==> src/rtl/core/dsrle_pkg.sv <==
// ----------------------------------------------------------------------------
// dsrle_pkg: shared types and constants for the sector record rle decoder
// Request/response structs, internal step result, phase and error codes.
// ----------------------------------------------------------------------------
package dsrle_pkg;

    // decoded bytes can never exceed this, whatever the limit register says
    localparam logic [13:0] SECTOR_MAX   = 14'd8192;
    localparam logic [13:0] LIMIT_RESET  = 14'd8192;
    localparam logic [7:0]  FLAG_BOUND   = 8'd5;
    localparam logic [2:0]  KIND1_LOG    = 3'd1;

    localparam logic [7:0]  KIND_RAW     = 8'd0;
    localparam logic [7:0]  KIND_REPEAT  = 8'd1;
    localparam logic [7:0]  KIND_RUNS    = 8'd2;

    typedef enum logic [2:0] {
        ERR_NONE     = 3'd0,
        ERR_KIND     = 3'd1,
        ERR_FLAG     = 3'd2,
        ERR_OVERFLOW = 3'd3,
        ERR_LENGTH   = 3'd4
    } dsrle_err_t;

    typedef enum logic [3:0] {
        PH_IDLE  = 4'd0,
        PH_LIT0  = 4'd1,
        PH_CLO   = 4'd2,
        PH_CHI   = 4'd3,
        PH_P0    = 4'd4,
        PH_P1    = 4'd5,
        PH_FLAG  = 4'd6,
        PH_COUNT = 4'd7,
        PH_RLIT  = 4'd8,
        PH_RPAT  = 4'd9
    } dsrle_phase_t;

    typedef struct packed {
        logic        mode;
        logic [7:0]  in_byte;
        logic        start_of_record;
        logic [15:0] record_length;
    } dsrle_req_t;

    typedef struct packed {
        logic        accepted;
        logic        out_valid;
        logic [7:0]  out_byte;
        logic [12:0] out_index;
        logic        record_done;
        logic [2:0]  error_code;
    } dsrle_rsp_t;

    // result of one step before the pattern memory data is merged in
    typedef struct packed {
        logic        accepted;
        logic        out_valid;
        logic        use_mem;
        logic [7:0]  lit_byte;
        logic [12:0] out_index;
        logic        record_done;
        dsrle_err_t  error_code;
    } dsrle_step_t;

endpackage

==> src/rtl/core/disk_image_sector_rle_decoder.sv <==
// ----------------------------------------------------------------------------
// disk_image_sector_rle_decoder: sector record rle decoder
// Expands raw, repeat and run-encoded sector records into sector bytes.
// ----------------------------------------------------------------------------
// Usage:
//   req channel (req_valid / req_stall / req) carries one request per cycle while
//   req_stall is low: mode 0 pushes an encoded byte, mode 1 pulls one byte of a
//   pending pattern expansion. Every request yields exactly one response on the
//   rsp channel (rsp_valid / rsp_stall / rsp).
//   The response is registered and appears in the cycle after the request is
//   taken. The pattern store is a one-port-write, registered-read memory,
//   read in the request cycle and merged with the output register's payload.
//   The output register is the only buffer: while rsp_stall holds a waiting
//   response, req_stall is raised and the response payload stays put; when
//   the response drains in the same cycle a new request is taken.
//   cfg channel (cfg_valid / cfg_ready / cfg_data) writes the per-record
//   byte limit; cfg_ready is always high. Write it only while idle.
//   Reset (rst_n low, asynchronous) returns the decoder to idle, clears the
//   output valid flag and sets the limit to 8192. The pattern store is not
//   cleared; it is always written before it is read.
// ----------------------------------------------------------------------------
module disk_image_sector_rle_decoder #(
    parameter int MAX_PATTERN_BYTES = 16
) (
    input  logic                   clk,
    input  logic                   rst_n,
    input  logic                   req_valid,
    output logic                   req_stall,
    input  dsrle_pkg::dsrle_req_t  req,
    output logic                   rsp_valid,
    input  logic                   rsp_stall,
    output dsrle_pkg::dsrle_rsp_t  rsp,
    input  logic                   cfg_valid,
    output logic                   cfg_ready,
    input  logic [13:0]            cfg_data
);
    import dsrle_pkg::*;

    localparam int AW = (MAX_PATTERN_BYTES > 1) ? $clog2(MAX_PATTERN_BYTES) : 1;

    logic          take;
    logic [13:0]   limit_reg;
    logic [13:0]   limit_eff;
    dsrle_step_t   step;
    dsrle_step_t   res_reg;
    logic          res_valid_reg, res_valid_next;
    logic          mem_we;
    logic [AW-1:0] mem_addr;
    logic [7:0]    mem_wdata;
    logic [7:0]    mem_rdata;

    assign cfg_ready = 1'b1;
    assign req_stall = res_valid_reg & rsp_stall;
    assign take      = req_valid & ~req_stall;
    assign limit_eff = (limit_reg > SECTOR_MAX) ? SECTOR_MAX : limit_reg;

    always_ff @(posedge clk or negedge rst_n)
    begin
        if (!rst_n)
        begin
            limit_reg <= LIMIT_RESET;
        end
        else if (cfg_valid && cfg_ready)
        begin
            limit_reg <= cfg_data;
        end
    end

    dsrle_ctrl #(
        .MAX_PATTERN_BYTES(MAX_PATTERN_BYTES),
        .AW(AW)
    ) u_ctrl (
        .clk(clk),
        .rst_n(rst_n),
        .take(take),
        .req(req),
        .limit(limit_eff),
        .step(step),
        .mem_we(mem_we),
        .mem_addr(mem_addr),
        .mem_wdata(mem_wdata)
    );

    dsrle_pattern_mem #(
        .DEPTH(MAX_PATTERN_BYTES),
        .AW(AW)
    ) u_pattern_mem (
        .clk(clk),
        .wr_en(take & mem_we),
        .rd_en(take),
        .addr(mem_addr),
        .wr_data(mem_wdata),
        .rd_data(mem_rdata)
    );

    always_comb
    begin
        res_valid_next = res_valid_reg & rsp_stall;
        if (take)
        begin
            res_valid_next = 1'b1;
        end
    end

    always_ff @(posedge clk or negedge rst_n)
    begin
        if (!rst_n)
        begin
            res_valid_reg <= 1'b0;
        end
        else
        begin
            res_valid_reg <= res_valid_next;
        end
    end

    always_ff @(posedge clk)
    begin
        if (take)
        begin
            res_reg <= step;
        end
    end

    // memory read data holds with res_reg, since both load only on take
    assign rsp_valid       = res_valid_reg;
    assign rsp.accepted    = res_reg.accepted;
    assign rsp.out_valid   = res_reg.out_valid;
    assign rsp.out_byte    = res_reg.use_mem ? mem_rdata : res_reg.lit_byte;
    assign rsp.out_index   = res_reg.out_index;
    assign rsp.record_done = res_reg.record_done;
    assign rsp.error_code  = res_reg.error_code;

    a_take_gives_rsp: assert property (@(posedge clk) disable iff (!rst_n)
        take |=> rsp_valid)
        else $error("accepted request produced no response");

    a_stall_only_when_full: assert property (@(posedge clk) disable iff (!rst_n)
        req_stall |-> rsp_valid)
        else $error("request stalled with empty output register");

    a_error_ends_record: assert property (@(posedge clk) disable iff (!rst_n)
        rsp_valid && rsp.error_code != ERR_NONE |-> rsp.record_done && !rsp.out_valid)
        else $error("error response without record end or with data");

    a_pull_not_accepted: assert property (@(posedge clk) disable iff (!rst_n)
        take && req.mode |=> !rsp.accepted)
        else $error("pull request marked accepted");

endmodule

==> src/rtl/core/dsrle_pattern_mem.sv <==
// ----------------------------------------------------------------------------
// dsrle_pattern_mem: pattern byte store
// One shared address for write and read, read data registered.
// ----------------------------------------------------------------------------
module dsrle_pattern_mem #(
    parameter int DEPTH = 16,
    parameter int AW    = 4
) (
    input  logic          clk,
    input  logic          wr_en,
    input  logic          rd_en,
    input  logic [AW-1:0] addr,
    input  logic [7:0]    wr_data,
    output logic [7:0]    rd_data
);

    logic [7:0] mem [DEPTH];
    logic [7:0] rd_data_reg;

    always_ff @(posedge clk)
    begin
        if (wr_en)
        begin
            mem[addr] <= wr_data;
        end
    end

    // every request reads; a push may also write the same address
    always_ff @(posedge clk)
    begin
        if (rd_en)
        begin
            rd_data_reg <= mem[addr];
        end
    end

    assign rd_data = rd_data_reg;

endmodule

==> src/rtl/core/dsrle_ctrl.sv <==
// ----------------------------------------------------------------------------
// dsrle_ctrl: record decoder state machine
// Walks the record headers and runs, drives the pattern memory and forms
// the step result for each request.
// ----------------------------------------------------------------------------
module dsrle_ctrl #(
    parameter int MAX_PATTERN_BYTES = 16,
    parameter int AW                = 4
) (
    input  logic                    clk,
    input  logic                    rst_n,
    input  logic                    take,
    input  dsrle_pkg::dsrle_req_t   req,
    input  logic [13:0]             limit,
    output dsrle_pkg::dsrle_step_t  step,
    output logic                    mem_we,
    output logic [AW-1:0]           mem_addr,
    output logic [7:0]              mem_wdata
);
    import dsrle_pkg::*;

    dsrle_phase_t  phase_reg, phase_next;
    logic          kind1_reg, kind1_next;
    logic [15:0]   record_len_reg, record_len_next;
    logic [15:0]   consumed_reg, consumed_next;
    logic [2:0]    run_flag_reg, run_flag_next;
    logic [15:0]   repeat_left_reg, repeat_left_next;
    logic [2:0]    pat_log_reg, pat_log_next;
    logic [AW-1:0] pat_pos_reg, pat_pos_next;
    logic [7:0]    literal_left_reg, literal_left_next;
    logic [13:0]   sector_pos_reg, sector_pos_next;
    logic          expanding_reg, expanding_next;

    logic [15:0]   consumed_inc;
    logic          emit_ok;
    logic          last_pos;
    logic          flag_ok;
    logic          do_emit;
    logic          do_run_end;
    logic          do_finish;
    dsrle_err_t    fin_err;

    assign consumed_inc = (consumed_reg == 16'hFFFF) ? consumed_reg : consumed_reg + 16'd1;
    assign emit_ok      = sector_pos_reg < limit;
    assign last_pos     = pat_pos_reg == AW'((32'd1 << pat_log_reg) - 32'd1);
    assign flag_ok      = (req.in_byte < FLAG_BOUND)
                          && ((32'd1 << req.in_byte[2:0]) <= 32'(MAX_PATTERN_BYTES));

    always_ff @(posedge clk or negedge rst_n)
    begin
        if (!rst_n)
        begin
            phase_reg        <= PH_IDLE;
            kind1_reg        <= 1'b0;
            record_len_reg   <= '0;
            consumed_reg     <= '0;
            run_flag_reg     <= '0;
            repeat_left_reg  <= '0;
            pat_log_reg      <= '0;
            pat_pos_reg      <= '0;
            literal_left_reg <= '0;
            sector_pos_reg   <= '0;
            expanding_reg    <= 1'b0;
        end
        else if (take)
        begin
            phase_reg        <= phase_next;
            kind1_reg        <= kind1_next;
            record_len_reg   <= record_len_next;
            consumed_reg     <= consumed_next;
            run_flag_reg     <= run_flag_next;
            repeat_left_reg  <= repeat_left_next;
            pat_log_reg      <= pat_log_next;
            pat_pos_reg      <= pat_pos_next;
            literal_left_reg <= literal_left_next;
            sector_pos_reg   <= sector_pos_next;
            expanding_reg    <= expanding_next;
        end
    end

    always_comb
    begin
        phase_next        = phase_reg;
        kind1_next        = kind1_reg;
        record_len_next   = record_len_reg;
        consumed_next     = consumed_reg;
        run_flag_next     = run_flag_reg;
        repeat_left_next  = repeat_left_reg;
        pat_log_next      = pat_log_reg;
        pat_pos_next      = pat_pos_reg;
        literal_left_next = literal_left_reg;
        sector_pos_next   = sector_pos_reg;
        expanding_next    = expanding_reg;

        step       = '0;
        step.error_code = ERR_NONE;
        mem_we     = 1'b0;
        mem_addr   = pat_pos_reg;
        mem_wdata  = req.in_byte;
        do_emit    = 1'b0;
        do_run_end = 1'b0;
        do_finish  = 1'b0;
        fin_err    = ERR_NONE;

        if (req.mode)
        begin
            // pull: one byte of the pending pattern expansion
            if (expanding_reg)
            begin
                if (!emit_ok)
                begin
                    do_finish = 1'b1;
                    fin_err   = ERR_OVERFLOW;
                end
                else
                begin
                    do_emit      = 1'b1;
                    step.use_mem = 1'b1;
                    if (last_pos)
                    begin
                        pat_pos_next     = '0;
                        repeat_left_next = repeat_left_reg - 16'd1;
                        if (repeat_left_reg == 16'd1)
                        begin
                            expanding_next = 1'b0;
                            if (kind1_reg)
                            begin
                                do_finish = 1'b1;
                            end
                            else
                            begin
                                do_run_end = 1'b1;
                            end
                        end
                    end
                    else
                    begin
                        pat_pos_next = pat_pos_reg + AW'(1);
                    end
                end
            end
        end
        else if (!expanding_reg)
        begin
            step.accepted = 1'b1;
            if (req.start_of_record)
            begin
                sector_pos_next   = '0;
                record_len_next   = req.record_length;
                consumed_next     = 16'd1;
                repeat_left_next  = '0;
                literal_left_next = '0;
                pat_pos_next      = '0;
                pat_log_next      = '0;
                run_flag_next     = '0;
                if (req.record_length == 16'd0)
                begin
                    do_finish = 1'b1;
                    fin_err   = ERR_LENGTH;
                end
                else if (req.in_byte > KIND_RUNS)
                begin
                    do_finish = 1'b1;
                    fin_err   = ERR_KIND;
                end
                else
                begin
                    kind1_next = req.in_byte == KIND_REPEAT;
                    if (req.in_byte == KIND_REPEAT)
                    begin
                        phase_next = PH_CLO;
                    end
                    else if (req.record_length == 16'd1)
                    begin
                        do_finish = 1'b1;
                    end
                    else if (req.in_byte == KIND_RAW)
                    begin
                        phase_next = PH_LIT0;
                    end
                    else
                    begin
                        phase_next = PH_FLAG;
                    end
                end
            end
            else
            begin
                unique case (phase_reg)
                    PH_LIT0:
                    begin
                        consumed_next = consumed_inc;
                        if (!emit_ok)
                        begin
                            do_finish = 1'b1;
                            fin_err   = ERR_OVERFLOW;
                        end
                        else
                        begin
                            do_emit   = 1'b1;
                            do_finish = consumed_inc >= record_len_reg;
                        end
                    end
                    PH_CLO:
                    begin
                        consumed_next    = consumed_inc;
                        repeat_left_next = {8'd0, req.in_byte};
                        phase_next       = PH_CHI;
                    end
                    PH_CHI:
                    begin
                        consumed_next    = consumed_inc;
                        repeat_left_next = {req.in_byte, repeat_left_reg[7:0]};
                        phase_next       = PH_P0;
                    end
                    PH_P0:
                    begin
                        consumed_next = consumed_inc;
                        mem_we        = 1'b1;
                        mem_addr      = '0;
                        phase_next    = PH_P1;
                    end
                    PH_P1:
                    begin
                        consumed_next = consumed_inc;
                        mem_we        = 1'b1;
                        mem_addr      = AW'(1);
                        pat_log_next  = KIND1_LOG;
                        pat_pos_next  = '0;
                        if (repeat_left_reg == 16'd0)
                        begin
                            do_finish = 1'b1;
                        end
                        else
                        begin
                            expanding_next = 1'b1;
                        end
                    end
                    PH_FLAG:
                    begin
                        consumed_next = consumed_inc;
                        if (!flag_ok)
                        begin
                            do_finish = 1'b1;
                            fin_err   = ERR_FLAG;
                        end
                        else
                        begin
                            run_flag_next = req.in_byte[2:0];
                            phase_next    = PH_COUNT;
                        end
                    end
                    PH_COUNT:
                    begin
                        consumed_next = consumed_inc;
                        if (run_flag_reg == 3'd0)
                        begin
                            literal_left_next = req.in_byte;
                            if (req.in_byte == 8'd0)
                            begin
                                do_run_end = 1'b1;
                            end
                            else
                            begin
                                phase_next = PH_RLIT;
                            end
                        end
                        else
                        begin
                            pat_log_next     = run_flag_reg;
                            pat_pos_next     = '0;
                            repeat_left_next = {8'd0, req.in_byte};
                            phase_next       = PH_RPAT;
                        end
                    end
                    PH_RLIT:
                    begin
                        consumed_next = consumed_inc;
                        if (!emit_ok)
                        begin
                            do_finish = 1'b1;
                            fin_err   = ERR_OVERFLOW;
                        end
                        else
                        begin
                            do_emit           = 1'b1;
                            literal_left_next = literal_left_reg - 8'd1;
                            do_run_end        = literal_left_reg == 8'd1;
                        end
                    end
                    PH_RPAT:
                    begin
                        consumed_next = consumed_inc;
                        mem_we        = 1'b1;
                        if (last_pos)
                        begin
                            pat_pos_next = '0;
                            if (repeat_left_reg == 16'd0)
                            begin
                                do_run_end = 1'b1;
                            end
                            else
                            begin
                                expanding_next = 1'b1;
                            end
                        end
                        else
                        begin
                            pat_pos_next = pat_pos_reg + AW'(1);
                        end
                    end
                    default:
                    begin
                        // idle without a record start: byte is dropped
                    end
                endcase
            end
        end

        if (do_emit)
        begin
            step.out_valid  = 1'b1;
            step.lit_byte   = step.use_mem ? 8'd0 : req.in_byte;
            step.out_index  = sector_pos_reg[12:0];
            sector_pos_next = sector_pos_reg + 14'd1;
        end

        // end of a run: record ends once the consumed bytes reach its length
        if (do_run_end)
        begin
            if (consumed_next >= record_len_reg)
            begin
                do_finish = 1'b1;
            end
            else
            begin
                phase_next = PH_FLAG;
            end
        end

        if (do_finish)
        begin
            step.record_done = 1'b1;
            step.error_code  = fin_err;
            phase_next       = PH_IDLE;
            expanding_next   = 1'b0;
        end
    end

endmodule
==> config.mk <==
export PLATFORM = sky130hd
export DESIGN_NAME = disk_image_sector_rle_decoder
export DESIGN_NICKNAME = d
export VERILOG_FILES = /design/src/rtl/core/dsrle_pkg.sv /design/src/rtl/core/disk_image_sector_rle_decoder.sv /design/src/rtl/core/dsrle_pattern_mem.sv /design/src/rtl/core/dsrle_ctrl.sv
export SDC_FILE = /design/constraint.sdc
export NUM_CORES = 1
export LEC_CHECK = 0
export ABC_AREA = 1
export BUFFER_PORTS_ARGS = -buffer_cell sky130_fd_sc_hd__buf_2
export CAP_MARGIN = 30
export CORE_MARGIN = 1
export CORE_UTILIZATION = 55
export DETAILED_ROUTE_END_ITERATION = 8
export GPL_ROUTABILITY_DRIVEN = 0
export PLACE_DENSITY = 0.73
export SETUP_SLACK_MARGIN = 0.2
export SYNTH_ARGS = -nofsm -noshare
export SYNTH_HDL_FRONTEND = slang
export SYNTH_SLANG_ARGS = --single-unit
==> constraint.sdc <==
create_clock -name clk -period 5.9 [get_ports clk]
set_input_delay 0.295 -clock clk [delete_from_list [all_inputs] [get_ports clk]]
set_output_delay 0.295 -clock clk [all_outputs]
set_load 0.005 [all_outputs]
Word level (Yosys, flattened, before mapping)
Memories as Yosys holds them, arrays and structs flattened. A register that Yosys moved wholly into a read port is not among the register bits.
Cells that the tools add are included.
{"block": "word_totals", "wordCells": 223, "ff_bits": 129, "output_inout_bits": 30, "memories": 1, "mem_bits_rw": 128}
{"block": "op_classes", "n_lt_le_gt_ge": 7, "bitwise": 9, "n_addsub": 6, "n_eq_ne": 26, "n_reduce_logical": 26, "muxes": 125, "shift": 2}
{"memory": "u_pattern_mem.mem", "words": 16, "width": 8, "rd": 1, "rd_ports_with_merged_regs": 1, "wr": 1, "line": "dsrle_pattern_mem.sv:17", "text": "logic [7:0] mem [DEPTH];"}
{"op": "$mux W16", "count": 12}
{"op": "$mux W4", "count": 24}
{"op": "$mux W14", "count": 5}
{"op": "$mux W1", "count": 57}
{"op": "$pmux W16 S3", "count": 1}
{"op": "$mux W3", "count": 11}
{"op": "$eq A16 B1 Y1 const B", "count": 2}
{"op": "$ge A16 B16 Y1", "count": 2}
{"op": "$le A32 B5 Y1 const B", "count": 1}
{"op": "$logic_not A16 Y1", "count": 2}
{"op": "$mux W8", "count": 4}
{"op": "$shl A1 B3 Y32 const A", "count": 1}
{"op": "$pmux W4 S5", "count": 1}
{"op": "$reduce_and A6 Y1", "count": 3}
{"op": "$add A16 B1 Y16 const B", "count": 1}
{"op": "$eq A16 B16 Y1 const B", "count": 1}
{"op": "$eq A4 B3 Y1 const B", "count": 4}
{"op": "$eq A8 B1 Y1 const B", "count": 2}
{"op": "$pmux W8 S2", "count": 1}
{"op": "$sub A16 B1 Y16 const B", "count": 1}
{"op": "$add A14 B1 Y14 const B", "count": 1}
{"op": "$gt A14 B14 Y1 const B", "count": 1}
{"op": "$lt A14 B14 Y1", "count": 1}
{"op": "$pmux W3 S2", "count": 2}
{"op": "other kinds (37)", "count": 60}

Longest topological paths before layout
{"block": "logic_depth", "ltp_word": 12, "depth_mapped": 24}

Hierarchy
A second synthesis with hierarchy kept.
{"block": "hier_totals", "hier_cells": 1805, "hier_area_um2": 14955.6}
{"mod": "dsrle_ctrl", "cells_per_inst": 1107, "area_per_inst_um2": 7429.6, "n_inst": 1, "seq_area_each_um2": 2152.1}
{"mod": "dsrle_pattern_mem", "cells_per_inst": 548, "area_per_inst_um2": 5672.9, "n_inst": 1, "seq_area_each_um2": 4083.9}
{"mod": "disk_image_sector_rle_decoder", "cells_per_inst": 150, "area_per_inst_um2": 1853.0, "n_inst": 1, "seq_area_each_um2": 1217.4}

Worst setup path before layout
No wires, ideal clock.
{"block": "synth_timing", "path_kind": "register to register", "startpoint": "reg u_ctrl.consumed_reg[0]", "endpoint": "reg res_reg, in the netlist rsp[3], data pin", "required_ns": 5.641, "slack_ns": 2.877, "period_less_slack_ns": 3.023, "t_arrival_ns": 2.764, "path_buffers": 1, "setup_ns": 0.259, "stages_incl_launch_ff": 21, "path_cell_list": "dfrtp_1 ha_1 nand3_1 inv_1 nand4_1 clkbuf_1 mux2i_1 inv_1 o21ai_0 o21ai_0 ha_1 inv_1 nor2_1 nor2_1 o21ai_0 a21oi_1 o21ai_0 nor2_1 a21oi_1 nor2_1 inv_1"}
{"element": "start: declaration", "line": "dsrle_ctrl.sv:25", "text": "logic [15:0] consumed_reg, consumed_next;"}
{"element": "start signal: assignment", "line": "dsrle_ctrl.sv:70", "text": "consumed_reg <= consumed_next;"}
{"element": "end signal: assignment", "line": "disk_image_sector_rle_decoder.sv:121", "text": "res_reg <= step;"}
{"element": "end: declaration", "line": "disk_image_sector_rle_decoder.sv:45", "text": "dsrle_step_t res_reg;"}

==> summary.txt <==
Critical path
  – Critical Path RT: 6.20 ns
  – Critical path class: flop to flop
  – Worst r2r dst: rsp[3]$_DFFE_PP_
  – R2r setup slk: 1.59 ns
  – Nature of the critical path startpoint: flop
  – CP Cell Sequence: nor2_2, inv_2, nor2_4, clkinv_1, a21oi_1, o21ai_0, o21ai_0, ha_1, a21oi_1, o21ai_0, a21oi_1, o21ai_0, nor2_1, a21oi_1, nor2_1, inv_1
  – Crit end category: flop
  – Setup crit start: u_ctrl.expanding_reg$_DFFE_PN0P_
  – Max Fanout on Critical Path: 20
  – Worst R2R Start: u_ctrl.expanding_reg$_DFFE_PN0P_
  – R2R depth: 16
  – Worst path slowest cell: nor2_2
  – Largest stage delay on the critical path: 0.66 ns
  – CP arrival: around 4.6 ns

Pwr
  – Power Density: 404.6 nW/um^2
  – Leak: around 6.7 nW
  – Logic pwr share: 0.357
  – Int Pwr: 3.946 mW
  – Clock power frac: 0.269
  – Switch Pwr: approximately 2.5 mW
  – Worst VDD drop: 0.0002980 V
  – Net Sw Frac: 0.3891
  – Sequential Power Share: 0.374
  – Total chip power: 6.459 mW

Die
  – Row count: 58
  – CORE AREA: 25470 sq um
  – Die area: 26860 sq um
  – Die Wd: around 160 um
  – Initial Utilization: 0.5658
  – IO Pins: 75
  – Die H: around 160 um

CTS
  – CTS HTree Levels: 1
  – CTS resizes: 0
  – CTS max path bufs: 3
  – CTS tree: built
  – Clk sinks: between 200 and 300
  – Worst-path clk slew: 0.06 ns
  – Setup bufs post-CTS: 0
  – Total CTS buffers: 28
  – Hold_buf cts: 17
  – Clock Latency Late Sink: 0.56 ns
  – Root buffer cell: clkbuf_16

Timing
  – Final Hold Fails: 0
  – Worst Tran Pin Value: 0.8852 ns
  – Total Neg Setup Slack: 0 ns
  – Max frequency: 0.2319 GHz
  – Final Slew Violations: 0
  – Slew margin rel.: 0.4076
  – RSZ-0062 raised after global routing: no
  – Post-layout minimum cycle time: approximately 4.3 ns
  – Fin Clk Skew: 0.01405 ns
  – Final setup vio count: 0
  – Period utilisation layout: 0.7310
  – Final setup margin: approximately 1.6 ns

Yosys
  – Top cells by area, synth: edfxtp_1 (34%), dfrtp_1 (17%), nand2_1 (8.8%)
  – Synth Instances: 1627
  – Register area share after synthesis: 0.5171
  – Syn Area/Cell: 8.858 sq um
  – Top FF cell, synth: edfxtp_1
  – Post-synth EDFFs: 164
  – Synth Net Count: 1727
  – Yosys top cell area share: 0.3417
  – Distinct cells, synth: 52
  – Seq cells post-synth: 265
  – Netlist Area Pre-Place: 14410 sq um
  – Area leader, netlist: edfxtp_1
  – Async set-reset flop share out of synthesis: 0.3811
  – Synth warn: 0

Detailed routing
  – Detail Route met3 WL: 3.264 mm
  – Via count: about 12k
  – Residual DRC: 0
  – Initial DRC count: 1611
  – Antenna-violating nets left: 0
  – DRT Pass-1 Iters: 6
  – Max Used Layer: met4
  – DR vias/cell: between 5 and 6
  – Met2 WL: approximately 16 mm
  – WL/cell: 17.66 um
  – M1 WL: 16.15 mm
  – Post-Route WL: roughly 36 mm

GRT
  – GRT Total Usage: 0.2687
  – Pin count of the biggest net entering global routing: 54
  – Initial antenna violation count: 0
  – Vias in the first global route: 10.79k
  – First-pass GRT wire length: 56.39 mm
  – GR Overflow Total: 0

Min path
  – Worst Hold Path EP: u_ctrl.record_len_reg[9]$_DFFE_PN0P_
  – HP Class: primary input to flop
  – Hold_sp: req[9]
  – Hold path cells: 3

Final layout
  – Largest reg by FF count: u_pattern_mem.mem
  – Commonest non-fill, non-tap cell in the layout: nand2_1
  – Synth-to-Final Area Change: 10.76%
  – Final net count: 1781
  – Fin util: 0.6267
  – Share of layout cells above drive strength 1: 0.1069
  – Max reg flops: 128
  – Most frequent cells in the layout: nand2_1 (337), inv_1 (170), edfxtp_1 (164)

Placement
  – Hpwl dp: 24.82 mm
  – Pre-CTS setup slack: 1.665 ns
  – Port Buf Inserts: 73

Job
  – Max-cap viol count: 0

Outcome
  – Status: complete, no violations
[metal layers]
layer / up-vias / global-route usage
li1: 5662 / -
met1: 5596 / 0.3928
met2: 575 / 0.4104
met3: 67 / 0.05505
met4: 0 / 0.06355
met5: - / 0
[cells in the mapped netlist, types with 2 or more instances]
library cell  instances
nor2_1              145
o21ai_1              25
inv_2                12
a21oi_1              59
xnor2_1               2
xor2_1               21
a31oi_1               2
inv_1               170
nand2_4               3
nand2_1             337
clkinv_1              3
buf_2                15
ha_1                 55
o31ai_1               4
or2_2                 4
buf_4                24
nand2_2               4
nor4_1               10
nand4_1              59
o21ai_4               2
mux2_2               15
o22ai_1              18
nand3_2               3
buf_6                 2
o211ai_1              8
nor3b_1               2
nor2_2                8
edfxtp_1            164
dfrtp_1             100
a32o_1                2
o21ai_0             115
nor2_4                5
a211oi_1              3
clkbuf_1             30
o32ai_1               4
nand3b_1              4
nand3_1             153
nor3_1               21
[layout make-up]
class | instances | area [sq um]
timing repair buffer | 95 | 608.1
inverter | 185 | 694.4
multi-input combinational | 1106 | 5874
tap | 330 | 412.9
clock buffer | 36 | 750.7
sequential | 265 | 7453
clock inverter | 15 | 166.4
antenna | 1 | 2.502
fill | 2114 | 9509
[kinds of logic after synthesis]
family          count (synthesis)  synth area share
simple gates                  760            0.2362
flops                         265            0.5171
compound gates                251           0.09697
fa+ha+maj                      55           0.04775
xor+xnor                       23           0.01398
mux                            16           0.01241
other cells                     1         0.0002602
buf+inv                       256           0.07527
[worst max-delay path by stage]
stage,end,slack [ns],depth (start not counted)
floorplan,rsp[3]$_DFFE_PP_,2.88,20
global placement,u_pattern_mem.mem[12][5]$_DFFE_PP_,1.85,10
detailed placement,rsp[3]$_DFFE_PP_,1.66,17
CTS,rsp[3]$_DFFE_PP_,1.69,16
global route,rsp[3]$_DFFE_PP_,1.34,16
finish,rsp[3]$_DFFE_PP_,1.59,16
[worst max-delay path: cells and delay by family, from the launching register on]
kind | cells | cell delay (ns)
compound gates | 8 | 1.13
buf+inv | 3 | 0.82
fa+ha+maj | 1 | 0.30
simple gates | 4 | 1.37
flops | 1 | 0.44
[per-stage QoR]
stage          instance area [sq um]  instances  hold WS [ns]
2_1_floorplan                  14410       1627    -0.0005911
3_3_place_gp                   14830       1962        0.3563
3_5_place_dp                   14870       1964        0.3577
4_1_cts                        15960       2032      0.005811
5_1_grt                        15960       2032      0.008137
6_report                       15960       2033       0.02194
[power by group through the flow]
stage / Sequential, mW / Combinational [mW] / Clock, mW
6_report: 2.42 / 2.30 / 1.74
5_1_grt: 2.45 / 2.57 / 1.84
4_1_cts: 2.41 / 2.25 / 1.75
3_5_place_dp: 2.45 / 2.23 / 0
3_3_place_gp: 2.44 / 2.15 / 0
2_1_floorplan: 2.38 / 1.70 / 0
Note: power is estimated with default switching activity, not from simulation.
